File: src/rtl/xcrc_pkg.sv
// Shared types and constants of the XMODEM-CRC receiver.
// No dependencies; every file of the block but xcrc_if imports it.
package xcrc_pkg;

    localparam logic [7:0]  CH_SOH = 8'h01;
    localparam logic [7:0]  CH_EOT = 8'h04;
    localparam logic [7:0]  CH_ACK = 8'h06;
    localparam logic [7:0]  CH_NAK = 8'h15;
    localparam logic [7:0]  CH_CAN = 8'h18;
    localparam logic [7:0]  CH_C   = 8'h43;
    localparam logic [7:0]  CH_PAD = 8'h1A;

    localparam logic [15:0] CRC_POLY = 16'h1021;

    localparam logic [3:0]  MAX_ATTEMPTS_RESET = 4'd6;

    // Configuration register indexes
    localparam logic        REG_START_WITH_NAK = 1'b0;
    localparam logic        REG_MAX_ATTEMPTS   = 1'b1;

    // Session status codes
    localparam logic [1:0]  ST_RUNNING = 2'd0;
    localparam logic [1:0]  ST_EOT     = 2'd1;
    localparam logic [1:0]  ST_CAN     = 2'd2;
    localparam logic [1:0]  ST_FAILED  = 2'd3;

    typedef struct packed {
        logic       start_with_nak;
        logic [3:0] max_attempts;
    } cfg_t;

    typedef struct packed {
        logic       tx_valid;
        logic [7:0] tx_byte;
        logic       data_valid;
        logic [6:0] data_index;
        logic [7:0] data_byte;
        logic       data_keep;
        logic       block_done;
        logic       block_good;
        logic [1:0] session_status;
    } result_t;

endpackage

File: src/rtl/xcrc_if.sv
// Channel interfaces of the XMODEM-CRC receiver: input item, result item
// and configuration write. No dependencies.
interface xcrc_item_if;
    logic       valid;
    logic       ready;
    logic       opcode;
    logic [7:0] rx_byte;

    modport source (output valid, output opcode, output rx_byte, input ready);
    modport sink   (input valid, input opcode, input rx_byte, output ready);
endinterface

interface xcrc_result_if;
    logic       valid;
    logic       ready;
    logic       tx_valid;
    logic [7:0] tx_byte;
    logic       data_valid;
    logic [6:0] data_index;
    logic [7:0] data_byte;
    logic       data_keep;
    logic       block_done;
    logic       block_good;
    logic [1:0] session_status;

    modport source (output valid, output tx_valid, output tx_byte, output data_valid,
                    output data_index, output data_byte, output data_keep,
                    output block_done, output block_good, output session_status,
                    input ready);
    modport sink   (input valid, input tx_valid, input tx_byte, input data_valid,
                    input data_index, input data_byte, input data_keep,
                    input block_done, input block_good, input session_status,
                    output ready);
endinterface

interface xcrc_cfg_if;
    logic       valid;
    logic       ready;
    logic       index;
    logic [3:0] data;

    modport source (output valid, output index, output data, input ready);
    modport sink   (input valid, input index, input data, output ready);
endinterface

File: src/rtl/xcrc_crc.sv
// Byte-wide CRC-16/XMODEM update (poly 0x1021, MSB first, no reflection).
// Depends on xcrc_pkg.
module xcrc_crc (
    input  logic [15:0] crc_in,
    input  logic [7:0]  data,
    output logic [15:0] crc_out
);
    import xcrc_pkg::*;

    always_comb
    begin
        logic [15:0] c;
        c = crc_in ^ {data, 8'h00};
        for (int i = 0; i < 8; i++)
        begin
            if (c[15])
                c = {c[14:0], 1'b0} ^ CRC_POLY;
            else
                c = {c[14:0], 1'b0};
        end
        crc_out = c;
    end

endmodule

File: src/rtl/xcrc_ctrl.sv
// Session and block sequencer: consumes one item per step and forms its result.
// Depends on xcrc_pkg and xcrc_crc.
module xcrc_ctrl #(
    parameter int BLOCK_BYTES = 128
) (
    input  logic             clk,
    input  logic             rst_n,
    input  logic             step,
    input  logic             opcode,
    input  logic [7:0]       rx_byte,
    input  xcrc_pkg::cfg_t   cfg,
    output xcrc_pkg::result_t res
);
    import xcrc_pkg::*;

    localparam int IDX_W = $clog2(BLOCK_BYTES);
    localparam logic [IDX_W-1:0] LAST_INDEX = IDX_W'(BLOCK_BYTES - 1);

    typedef enum logic [3:0] {
        PH_IDLE, PH_HANDSHAKE, PH_NUM, PH_COMP, PH_DATA, PH_CRCH, PH_CRCL,
        PH_NEXT, PH_END_EOT, PH_END_CAN, PH_FAILED
    } phase_t;

    phase_t           phase_reg, phase_next;
    logic [3:0]       attempts_reg, attempts_next;
    logic [IDX_W-1:0] index_reg, index_next;
    logic [7:0]       number_reg, number_next;
    logic [7:0]       complement_reg, complement_next;
    logic [15:0]      crc_reg, crc_next;
    logic [7:0]       crc_high_reg, crc_high_next;
    logic [15:0]      crc_updated;
    logic [7:0]       start_ch;
    logic             good;

    xcrc_crc u_crc (
        .crc_in  (crc_reg),
        .data    (rx_byte),
        .crc_out (crc_updated)
    );

    assign start_ch = cfg.start_with_nak ? CH_NAK : CH_C;
    assign good = (~number_reg == complement_reg) && (crc_high_reg == crc_reg[15:8])
                  && (rx_byte == crc_reg[7:0]);

    always_comb
    begin
        phase_next      = phase_reg;
        attempts_next   = attempts_reg;
        index_next      = index_reg;
        number_next     = number_reg;
        complement_next = complement_reg;
        crc_next        = crc_reg;
        crc_high_next   = crc_high_reg;
        res             = '0;

        if (!opcode)
        begin
            // start command restarts the session from any phase
            phase_next    = PH_HANDSHAKE;
            attempts_next = 4'd1;
            res.tx_valid  = 1'b1;
            res.tx_byte   = start_ch;
        end
        else
        begin
            unique case (phase_reg)
                PH_HANDSHAKE:
                begin
                    if (rx_byte == CH_SOH)
                        phase_next = PH_NUM;
                    else if (attempts_reg < cfg.max_attempts)
                    begin
                        attempts_next = attempts_reg + 4'd1;
                        res.tx_valid  = 1'b1;
                        res.tx_byte   = start_ch;
                    end
                    else
                        phase_next = PH_FAILED;
                end
                PH_NUM:
                begin
                    number_next = rx_byte;
                    crc_next    = '0;
                    index_next  = '0;
                    phase_next  = PH_COMP;
                end
                PH_COMP:
                begin
                    complement_next = rx_byte;
                    phase_next      = PH_DATA;
                end
                PH_DATA:
                begin
                    res.data_valid = 1'b1;
                    res.data_index = 7'(index_reg);
                    res.data_byte  = rx_byte;
                    res.data_keep  = (rx_byte != CH_PAD);
                    crc_next       = crc_updated;
                    if (index_reg == LAST_INDEX)
                    begin
                        index_next = '0;
                        phase_next = PH_CRCH;
                    end
                    else
                        index_next = index_reg + IDX_W'(1);
                end
                PH_CRCH:
                begin
                    crc_high_next = rx_byte;
                    phase_next    = PH_CRCL;
                end
                PH_CRCL:
                begin
                    res.block_done = 1'b1;
                    res.block_good = good;
                    res.tx_valid   = 1'b1;
                    res.tx_byte    = good ? CH_ACK : CH_NAK;
                    phase_next     = PH_NEXT;
                end
                PH_NEXT:
                begin
                    if (rx_byte == CH_EOT || rx_byte == CH_CAN)
                    begin
                        res.tx_valid = 1'b1;
                        res.tx_byte  = CH_ACK;
                        phase_next   = (rx_byte == CH_EOT) ? PH_END_EOT : PH_END_CAN;
                    end
                    else
                        phase_next = PH_NUM;
                end
                default:
                begin
                end
            endcase
        end

        unique case (phase_next)
            PH_END_EOT: res.session_status = ST_EOT;
            PH_END_CAN: res.session_status = ST_CAN;
            PH_FAILED:  res.session_status = ST_FAILED;
            default:    res.session_status = ST_RUNNING;
        endcase
    end

    always_ff @(posedge clk or negedge rst_n)
    begin
        if (!rst_n)
        begin
            phase_reg      <= PH_IDLE;
            attempts_reg   <= '0;
            index_reg      <= '0;
            number_reg     <= '0;
            complement_reg <= '0;
            crc_reg        <= '0;
            crc_high_reg   <= '0;
        end
        else if (step)
        begin
            phase_reg      <= phase_next;
            attempts_reg   <= attempts_next;
            index_reg      <= index_next;
            number_reg     <= number_next;
            complement_reg <= complement_next;
            crc_reg        <= crc_next;
            crc_high_reg   <= crc_high_next;
        end
    end

endmodule

File: src/rtl/xcrc_skid.sv
// Result register with a skid stage, so an item is taken while a result waits.
// Depends on xcrc_pkg.
module xcrc_skid (
    input  logic              clk,
    input  logic              rst_n,
    input  logic              in_valid,
    output logic              in_ready,
    input  xcrc_pkg::result_t in_data,
    output logic              out_valid,
    input  logic              out_ready,
    output xcrc_pkg::result_t out_data
);
    import xcrc_pkg::*;

    logic    main_valid_reg;
    logic    skid_valid_reg;
    result_t main_reg;
    result_t skid_reg;
    logic    main_load;

    assign in_ready  = !skid_valid_reg;
    assign out_valid = main_valid_reg;
    assign out_data  = main_reg;
    assign main_load = !main_valid_reg || out_ready;

    always_ff @(posedge clk or negedge rst_n)
    begin
        if (!rst_n)
        begin
            main_valid_reg <= 1'b0;
            skid_valid_reg <= 1'b0;
        end
        else if (main_load)
        begin
            main_valid_reg <= skid_valid_reg || in_valid;
            skid_valid_reg <= 1'b0;
        end
        else if (in_valid && in_ready)
            skid_valid_reg <= 1'b1;
    end

    always_ff @(posedge clk)
    begin
        if (main_load)
            main_reg <= skid_valid_reg ? skid_reg : in_data;
        else if (in_valid && in_ready)
            skid_reg <= in_data;
    end

endmodule

File: src/rtl/xmodem_crc_receiver.sv
// Top level of the XMODEM-CRC receiver.
// Depends on xcrc_pkg, xcrc_if, xcrc_crc, xcrc_ctrl and xcrc_skid.
//
// Usage:
//   item    - one item per start command (opcode 0) or per line byte (opcode 1).
//   result  - exactly one result item per input item, in order: control byte
//             to send ('C', NAK or ACK), payload byte with index and keep flag,
//             block verdict and session status.
//   cfg     - register writes (index 0 start_with_nak, 1 max_attempts); always
//             ready, write only while no item is in flight.
// Output: the result of an item is registered in the result register, or in
//   the skid stage while an earlier result waits.
// Throughput: one item per cycle while item.ready is high; the state step and the byte-wide CRC update
//   sit in one combinational stage between the session registers and the
//   result register.
// Stall: a two-entry output (result register plus skid stage) keeps taking
//   items while one result waits; item.ready drops once both entries hold.
// Reset: rst_n clears the session to idle, the CRC and counters to zero and
//   the registers to 'C' start with six attempts; no clearing pass is needed.
module xmodem_crc_receiver #(
    parameter int BLOCK_BYTES = 128
) (
    input  logic          clk,
    input  logic          rst_n,
    xcrc_item_if.sink     item,
    xcrc_result_if.source result,
    xcrc_cfg_if.sink      cfg
);
    import xcrc_pkg::*;

    cfg_t    cfg_reg;
    result_t step_res;
    result_t out_res;
    logic    item_ready;
    logic    step;

    // Configuration: always ready, decode the register index.
    assign cfg.ready = 1'b1;

    always_ff @(posedge clk or negedge rst_n)
    begin
        if (!rst_n)
        begin
            cfg_reg.start_with_nak <= 1'b0;
            cfg_reg.max_attempts   <= MAX_ATTEMPTS_RESET;
        end
        else if (cfg.valid)
        begin
            unique case (cfg.index)
                REG_START_WITH_NAK: cfg_reg.start_with_nak <= cfg.data[0];
                REG_MAX_ATTEMPTS:   cfg_reg.max_attempts   <= cfg.data;
                default:
                begin
                end
            endcase
        end
    end

    // Advance the session on every accepted item.
    assign item.ready = item_ready;
    assign step       = item.valid && item_ready;

    xcrc_ctrl #(
        .BLOCK_BYTES (BLOCK_BYTES)
    ) u_ctrl (
        .clk     (clk),
        .rst_n   (rst_n),
        .step    (step),
        .opcode  (item.opcode),
        .rx_byte (item.rx_byte),
        .cfg     (cfg_reg),
        .res     (step_res)
    );

    // Hold results in the output register and skid stage.
    xcrc_skid u_skid (
        .clk       (clk),
        .rst_n     (rst_n),
        .in_valid  (item.valid),
        .in_ready  (item_ready),
        .in_data   (step_res),
        .out_valid (result.valid),
        .out_ready (result.ready),
        .out_data  (out_res)
    );

    assign result.tx_valid       = out_res.tx_valid;
    assign result.tx_byte        = out_res.tx_byte;
    assign result.data_valid     = out_res.data_valid;
    assign result.data_index     = out_res.data_index;
    assign result.data_byte      = out_res.data_byte;
    assign result.data_keep      = out_res.data_keep;
    assign result.block_done     = out_res.block_done;
    assign result.block_good     = out_res.block_good;
    assign result.session_status = out_res.session_status;

endmodule
File: src/flat_wrapper.sv
// flat-port wrapper written by rule: the top's interface ports become plain ports
module xmodem_crc_receiver_flat import xcrc_pkg::*;
#(
    parameter int BLOCK_BYTES = 128
)
  (clk, rst_n, item_valid, item_opcode, item_rx_byte, item_ready, result_valid, result_tx_valid, result_tx_byte, result_data_valid, result_data_index, result_data_byte, result_data_keep, result_block_done, result_block_good, result_session_status, result_ready, cfg_valid, cfg_index, cfg_data, cfg_ready);
  xcrc_item_if item_i ();
  xcrc_result_if result_i ();
  xcrc_cfg_if cfg_i ();
  input  logic clk;
  input  logic rst_n;
  input wire logic [$bits(item_i.valid)-1:0] item_valid;
  input wire logic [$bits(item_i.opcode)-1:0] item_opcode;
  input wire logic [$bits(item_i.rx_byte)-1:0] item_rx_byte;
  output wire logic [$bits(item_i.ready)-1:0] item_ready;
  output wire logic [$bits(result_i.valid)-1:0] result_valid;
  output wire logic [$bits(result_i.tx_valid)-1:0] result_tx_valid;
  output wire logic [$bits(result_i.tx_byte)-1:0] result_tx_byte;
  output wire logic [$bits(result_i.data_valid)-1:0] result_data_valid;
  output wire logic [$bits(result_i.data_index)-1:0] result_data_index;
  output wire logic [$bits(result_i.data_byte)-1:0] result_data_byte;
  output wire logic [$bits(result_i.data_keep)-1:0] result_data_keep;
  output wire logic [$bits(result_i.block_done)-1:0] result_block_done;
  output wire logic [$bits(result_i.block_good)-1:0] result_block_good;
  output wire logic [$bits(result_i.session_status)-1:0] result_session_status;
  input wire logic [$bits(result_i.ready)-1:0] result_ready;
  input wire logic [$bits(cfg_i.valid)-1:0] cfg_valid;
  input wire logic [$bits(cfg_i.index)-1:0] cfg_index;
  input wire logic [$bits(cfg_i.data)-1:0] cfg_data;
  output wire logic [$bits(cfg_i.ready)-1:0] cfg_ready;
  assign item_i.valid = item_valid;
  assign item_i.opcode = item_opcode;
  assign item_i.rx_byte = item_rx_byte;
  assign item_ready = item_i.ready;
  assign result_valid = result_i.valid;
  assign result_tx_valid = result_i.tx_valid;
  assign result_tx_byte = result_i.tx_byte;
  assign result_data_valid = result_i.data_valid;
  assign result_data_index = result_i.data_index;
  assign result_data_byte = result_i.data_byte;
  assign result_data_keep = result_i.data_keep;
  assign result_block_done = result_i.block_done;
  assign result_block_good = result_i.block_good;
  assign result_session_status = result_i.session_status;
  assign result_i.ready = result_ready;
  assign cfg_i.valid = cfg_valid;
  assign cfg_i.index = cfg_index;
  assign cfg_i.data = cfg_data;
  assign cfg_ready = cfg_i.ready;
  xmodem_crc_receiver #(.BLOCK_BYTES(BLOCK_BYTES)) u_core (.clk(clk), .rst_n(rst_n), .item(item_i), .result(result_i), .cfg(cfg_i));
endmodule
File: config.mk
export PLATFORM = sky130hd
export DESIGN_NAME = xmodem_crc_receiver_flat
export DESIGN_NICKNAME = d
export VERILOG_FILES = /design/src/rtl/xcrc_pkg.sv /design/src/rtl/xcrc_if.sv /design/src/rtl/xcrc_crc.sv /design/src/rtl/xcrc_ctrl.sv /design/src/rtl/xcrc_skid.sv /design/src/rtl/xmodem_crc_receiver.sv /design/src/flat_wrapper.sv
export SDC_FILE = /design/constraint.sdc
export NUM_CORES = 1
export LEC_CHECK = 0
export BUFFER_PORTS_ARGS = -buffer_cell sky130_fd_sc_hd__buf_2
export CAP_MARGIN = 10
export CORE_MARGIN = 3
export CORE_UTILIZATION = 40
export CTS_CLUSTER_DIAMETER = 50
export CTS_CLUSTER_SIZE = 24
export DETAILED_ROUTE_END_ITERATION = 8
export GPL_TIMING_DRIVEN = 0
export PLACE_DENSITY_LB_ADDON = 0.08
export SYNTH_ARGS = -nofsm -noshare
export SYNTH_HDL_FRONTEND = slang
export SYNTH_SLANG_ARGS = --single-unit
File: constraint.sdc
create_clock -name clk -period 6.93 [get_ports clk]
set_input_delay 0 -clock clk [delete_from_list [all_inputs] [get_ports clk]]
set_output_delay 0 -clock clk [all_outputs]
set_load 0.02 [all_outputs]
==> reports/summary.txt <==
postcts setup bufs -> 0
cell with the largest stage delay on the worst path -> nor3_1
worst ir drop on vdd -> 0.000210 V
CP max stage delay -> 0.55 ns
Syn Inst Count -> 466
Std-Cell Rows -> 42
final core occ -> 0.504
Hold Vio Cnt, Final -> 0
core area -> 13500 um^2
fraction of synthesized area in multiplexers -> 0.105
Die Y -> 124 um
crit path from -> u_core.u_ctrl.crc_reg[0]
worst min path class -> in2reg
initial antenna violation count -> 0
Max Clock Skew -> 0.00786 ns
P_int -> 1.84 mW
final worst-path cycle share -> 0.359
fraction of the mapped netlist area in adder cells -> 0.0111
1st-pass router iterations -> 4
clock slew seen by the registers of the worst setup and hold paths -> 0.05 ns
hpwl dp -> 8320 um
Arr. time, crit path -> 2.65 ns
gr usage total -> 0.165
DR WL/cell -> 16.6 um
Post-synth EDFFs -> 54
pin count of the biggest net entering global routing -> 63
RSZ-0062 raised after global routing -> false
synthesized area -> 5620 um^2
Net Sw Power -> 818 uW
fin. max-slew vios -> 0
drt drc -> 0
Net Sw Frac -> 0.308
HP Start -> cfg_valid
gr ovfl total -> 0
Leak Pwr -> 2.98 nW
Tightest Pin Transition -> 0.822 ns
outcome -> finished, final reports clean
FF+latch count, synth -> 116
Cell Chain, Critical Path -> xor2_1 > nor4_1 > nand4_1 > nor3_1 > o21ai_1 > mux2_2
Min Hold Slack -> 0.0341 ns
MaxCap Viol Count -> 0
Post-DRT Antenna Nets -> 0
fill cell count -> 1236
total CTS buffers -> 17
total number of vias -> 3750
Slew HR -> 0.452
CTS sink count -> 116
R2R Setup Slk -> 4.44 ns
simple-gate share of the synthesized area -> 0.123
DP Worst Slack -> 4.48 ns
Placed Area -> 6070 um^2
Die ar. -> 15500 um^2
vias in the first global route -> 3774
critical-path maximum fanout -> 4
GP Congestion -> 0.864
WL final -> 12100 um
WS Path Type -> reg2reg
layout cells sized above 1 -> 0.261
Root Driver -> clkbuf_16
post-route setup TNS -> 0 ns
# hold bufs at CTS -> 11
CP startpoint kind -> flop
Sequential Area -> 3180 um^2
design area -> 6800 um^2
dominant synthesized flop cell -> dfrtp_1
Initial Utilization -> 0.416
crit end category -> flop
combinational fraction of design power -> 0.275
Multi-input gate area -> 2270 um^2
DR vias/cell -> 5.15
# IOs -> 52
clock power share -> 0.345
min cycle time layout -> 2.49 ns
Seq pwr share -> 0.380
Netlist cell types -> 57
xor-xnor portion of the synthesized cell area -> 0.0795
Synth Warn # -> 0
NumNets Final -> 563
mean post-synth cell area -> 12.1 um^2
CTS resizes -> 0
Port Buffers -> 39
clock buffer depth -> 2
Compound-Gate Fraction of Synth Area -> 0.0824
PnR worst setup slack -> 4.44 ns
ant diodes -> 0
Req. time, crit path -> 7.09 ns
ys async rst share -> 0.534
largest family of logic cells by synthesized area -> simple AND/OR/NAND/NOR gates
reg-to-reg startpoint -> u_core.u_ctrl.crc_reg[0]
pwr dens -> 391 nW/um^2
TritonCTS clock tree -> done
first-pass GRT wire length -> 20100 um
# setup viols final -> 0
Max Fclk -> 0.402 GHz
DR iter-0 viols -> 246
synth-to-layout area growth -> 21.1%
H-tree depth -> 4
Die X -> 124 um
sequential share of the synthesized area -> 0.566
Skew-Pair Late Insertion Delay -> 0.42 ns
## worst max-delay path, delay by kind of cell (launching register included)
kind | cells | cell delay (ns)
AO/OA/AOI/OAI | 1 | 0.23
multiplexers | 1 | 0.32
flip-flops | 1 | 0.42
XOR/XNOR | 1 | 0.17
AND/OR/NAND/NOR | 3 | 1.10
## cell families (layout without fill, tap and decap cells)
| kind of cell | count (synthesis) | in the layout |
|---|---|---|
| compound gates | 69 | 69 |
| xor+xnor | 51 | 51 |
| fa+ha+maj | 5 | 5 |
| buf+inv | 38 | 122 |
| flops | 116 | 116 |
| mux | 53 | 53 |
| other cells | 2 | 4 |
| simple gates | 132 | 132 |
## power by group through the flow
stage / Combinational, mW / Sequential, mW / Clock [mW]
6_report: 0.731 / 1.01 / 0.917
5_1_grt: 0.816 / 1.03 / 0.966
4_1_cts: 0.737 / 1.01 / 0.934
3_5_place_dp: 0.726 / 1.02 / 0
3_3_place_gp: 0.715 / 1.02 / 0
2_1_floorplan: 0.543 / 1.02 / 0
## placed cells by master (no fill, tap or decap), types with 3 or more instances in the layout
cell	count
buf_2	46
dfrtp_1	60
clkbuf_16	17
edfxtp_1	54
xnor2_1	29
clkinv_2	5
xor2_1	22
clkbuf_1	16
o21ai_1	3
dlygate4sd3_1	11
nor2_1	24
and3_1	16
inv_1	9
a22o_1	6
ha_1	5
nor2b_1	4
nand2b_1	6
bufinv_16	4
nand2_1	44
o21ai_0	28
conb_1	4
mux2_2	48
nand3_1	6
nand4_1	5
buf_4	6
a21oi_1	7
a31oi_1	3
nor3_1	3
o31ai_1	4
nor4_1	7
mux2i_1	4
## metrics by stage
| stage | power [mW] | instances |
|---|---|---|
| 4_1_cts | 2.68 | 728 |
| 6_report | 2.66 | 728 |
| 3_5_place_dp | 1.75 | 685 |
| 3_3_place_gp | 1.73 | 683 |
| 2_1_floorplan | 1.57 | 468 |
| 5_1_grt | 2.82 | 728 |
## synth_stat cells (2+ instances only)
cell type	n	area (um^2)
a211oi_1	2	15.0
a21oi_1	7	35.0
a22o_1	6	52.6
a31oi_1	3	18.8
a32oi_1	2	17.5
and3_1	16	100
buf_2	8	40.0
buf_4	5	37.5
clkbuf_1	15	56.3
conb_1	2	7.51
dfrtp_1	60	1500
dfstp_2	2	52.6
edfxtp_1	54	1620
ha_1	5	62.6
inv_1	9	33.8
mux2_2	48	541
mux2i_1	4	40.0
nand2_1	44	165
nand2b_1	6	37.5
nand3_1	6	30.0
nand3b_1	2	15.0
nand4_1	5	31.3
nor2_1	25	93.8
nor2b_1	4	25.0
nor3_1	3	15.0
nor3b_1	2	15.0
nor4_1	7	43.8
o21a_1	2	15.0
o21ai_0	28	140
o21ai_1	3	15.0
o22ai_1	2	12.5
o31ai_1	4	30.0
or3_1	2	12.5
xnor2_1	29	254
xor2_1	22	193
## layer usage
metal,up-vias,GRT usage,part of all wire,wire length (um)
li1,1815,-,-,-
met3,18,0.0429,0.043,518
met2,86,0.243,0.45,5480
met1,1831,0.234,0.49,5870
met5,-,0,0,0
met4,0,0.0638,0.017,208
## path summary, 6_finish.rpt
| path | endpoint | depth (start not counted) |
|---|---|---|
| setup / recovery | u_core.u_skid.out_data[21] | 6 |
| hold / removal | u_core.cfg_reg[3] | 3 |
| setup reg to reg | u_core.u_skid.out_data[21] | 6 |
| hold reg to reg | u_core.cfg_reg[3] | 1 |
| max in group asynchronous | u_core.u_ctrl.crc_reg[4] | 2 |
| min in group asynchronous | u_core.cfg_reg[3] | 2 |
## layout make-up
cell class,instances,area share
inverter,9,0.00497
timing repair buffer,52,0.0497
buffer,29,0.0213
tap,176,0.0324
sequential,116,0.467
clock buffer,20,0.0672
clock inverter,12,0.0236
multi-input combinational,314,0.334
Power figures use the tool's default switching activity.
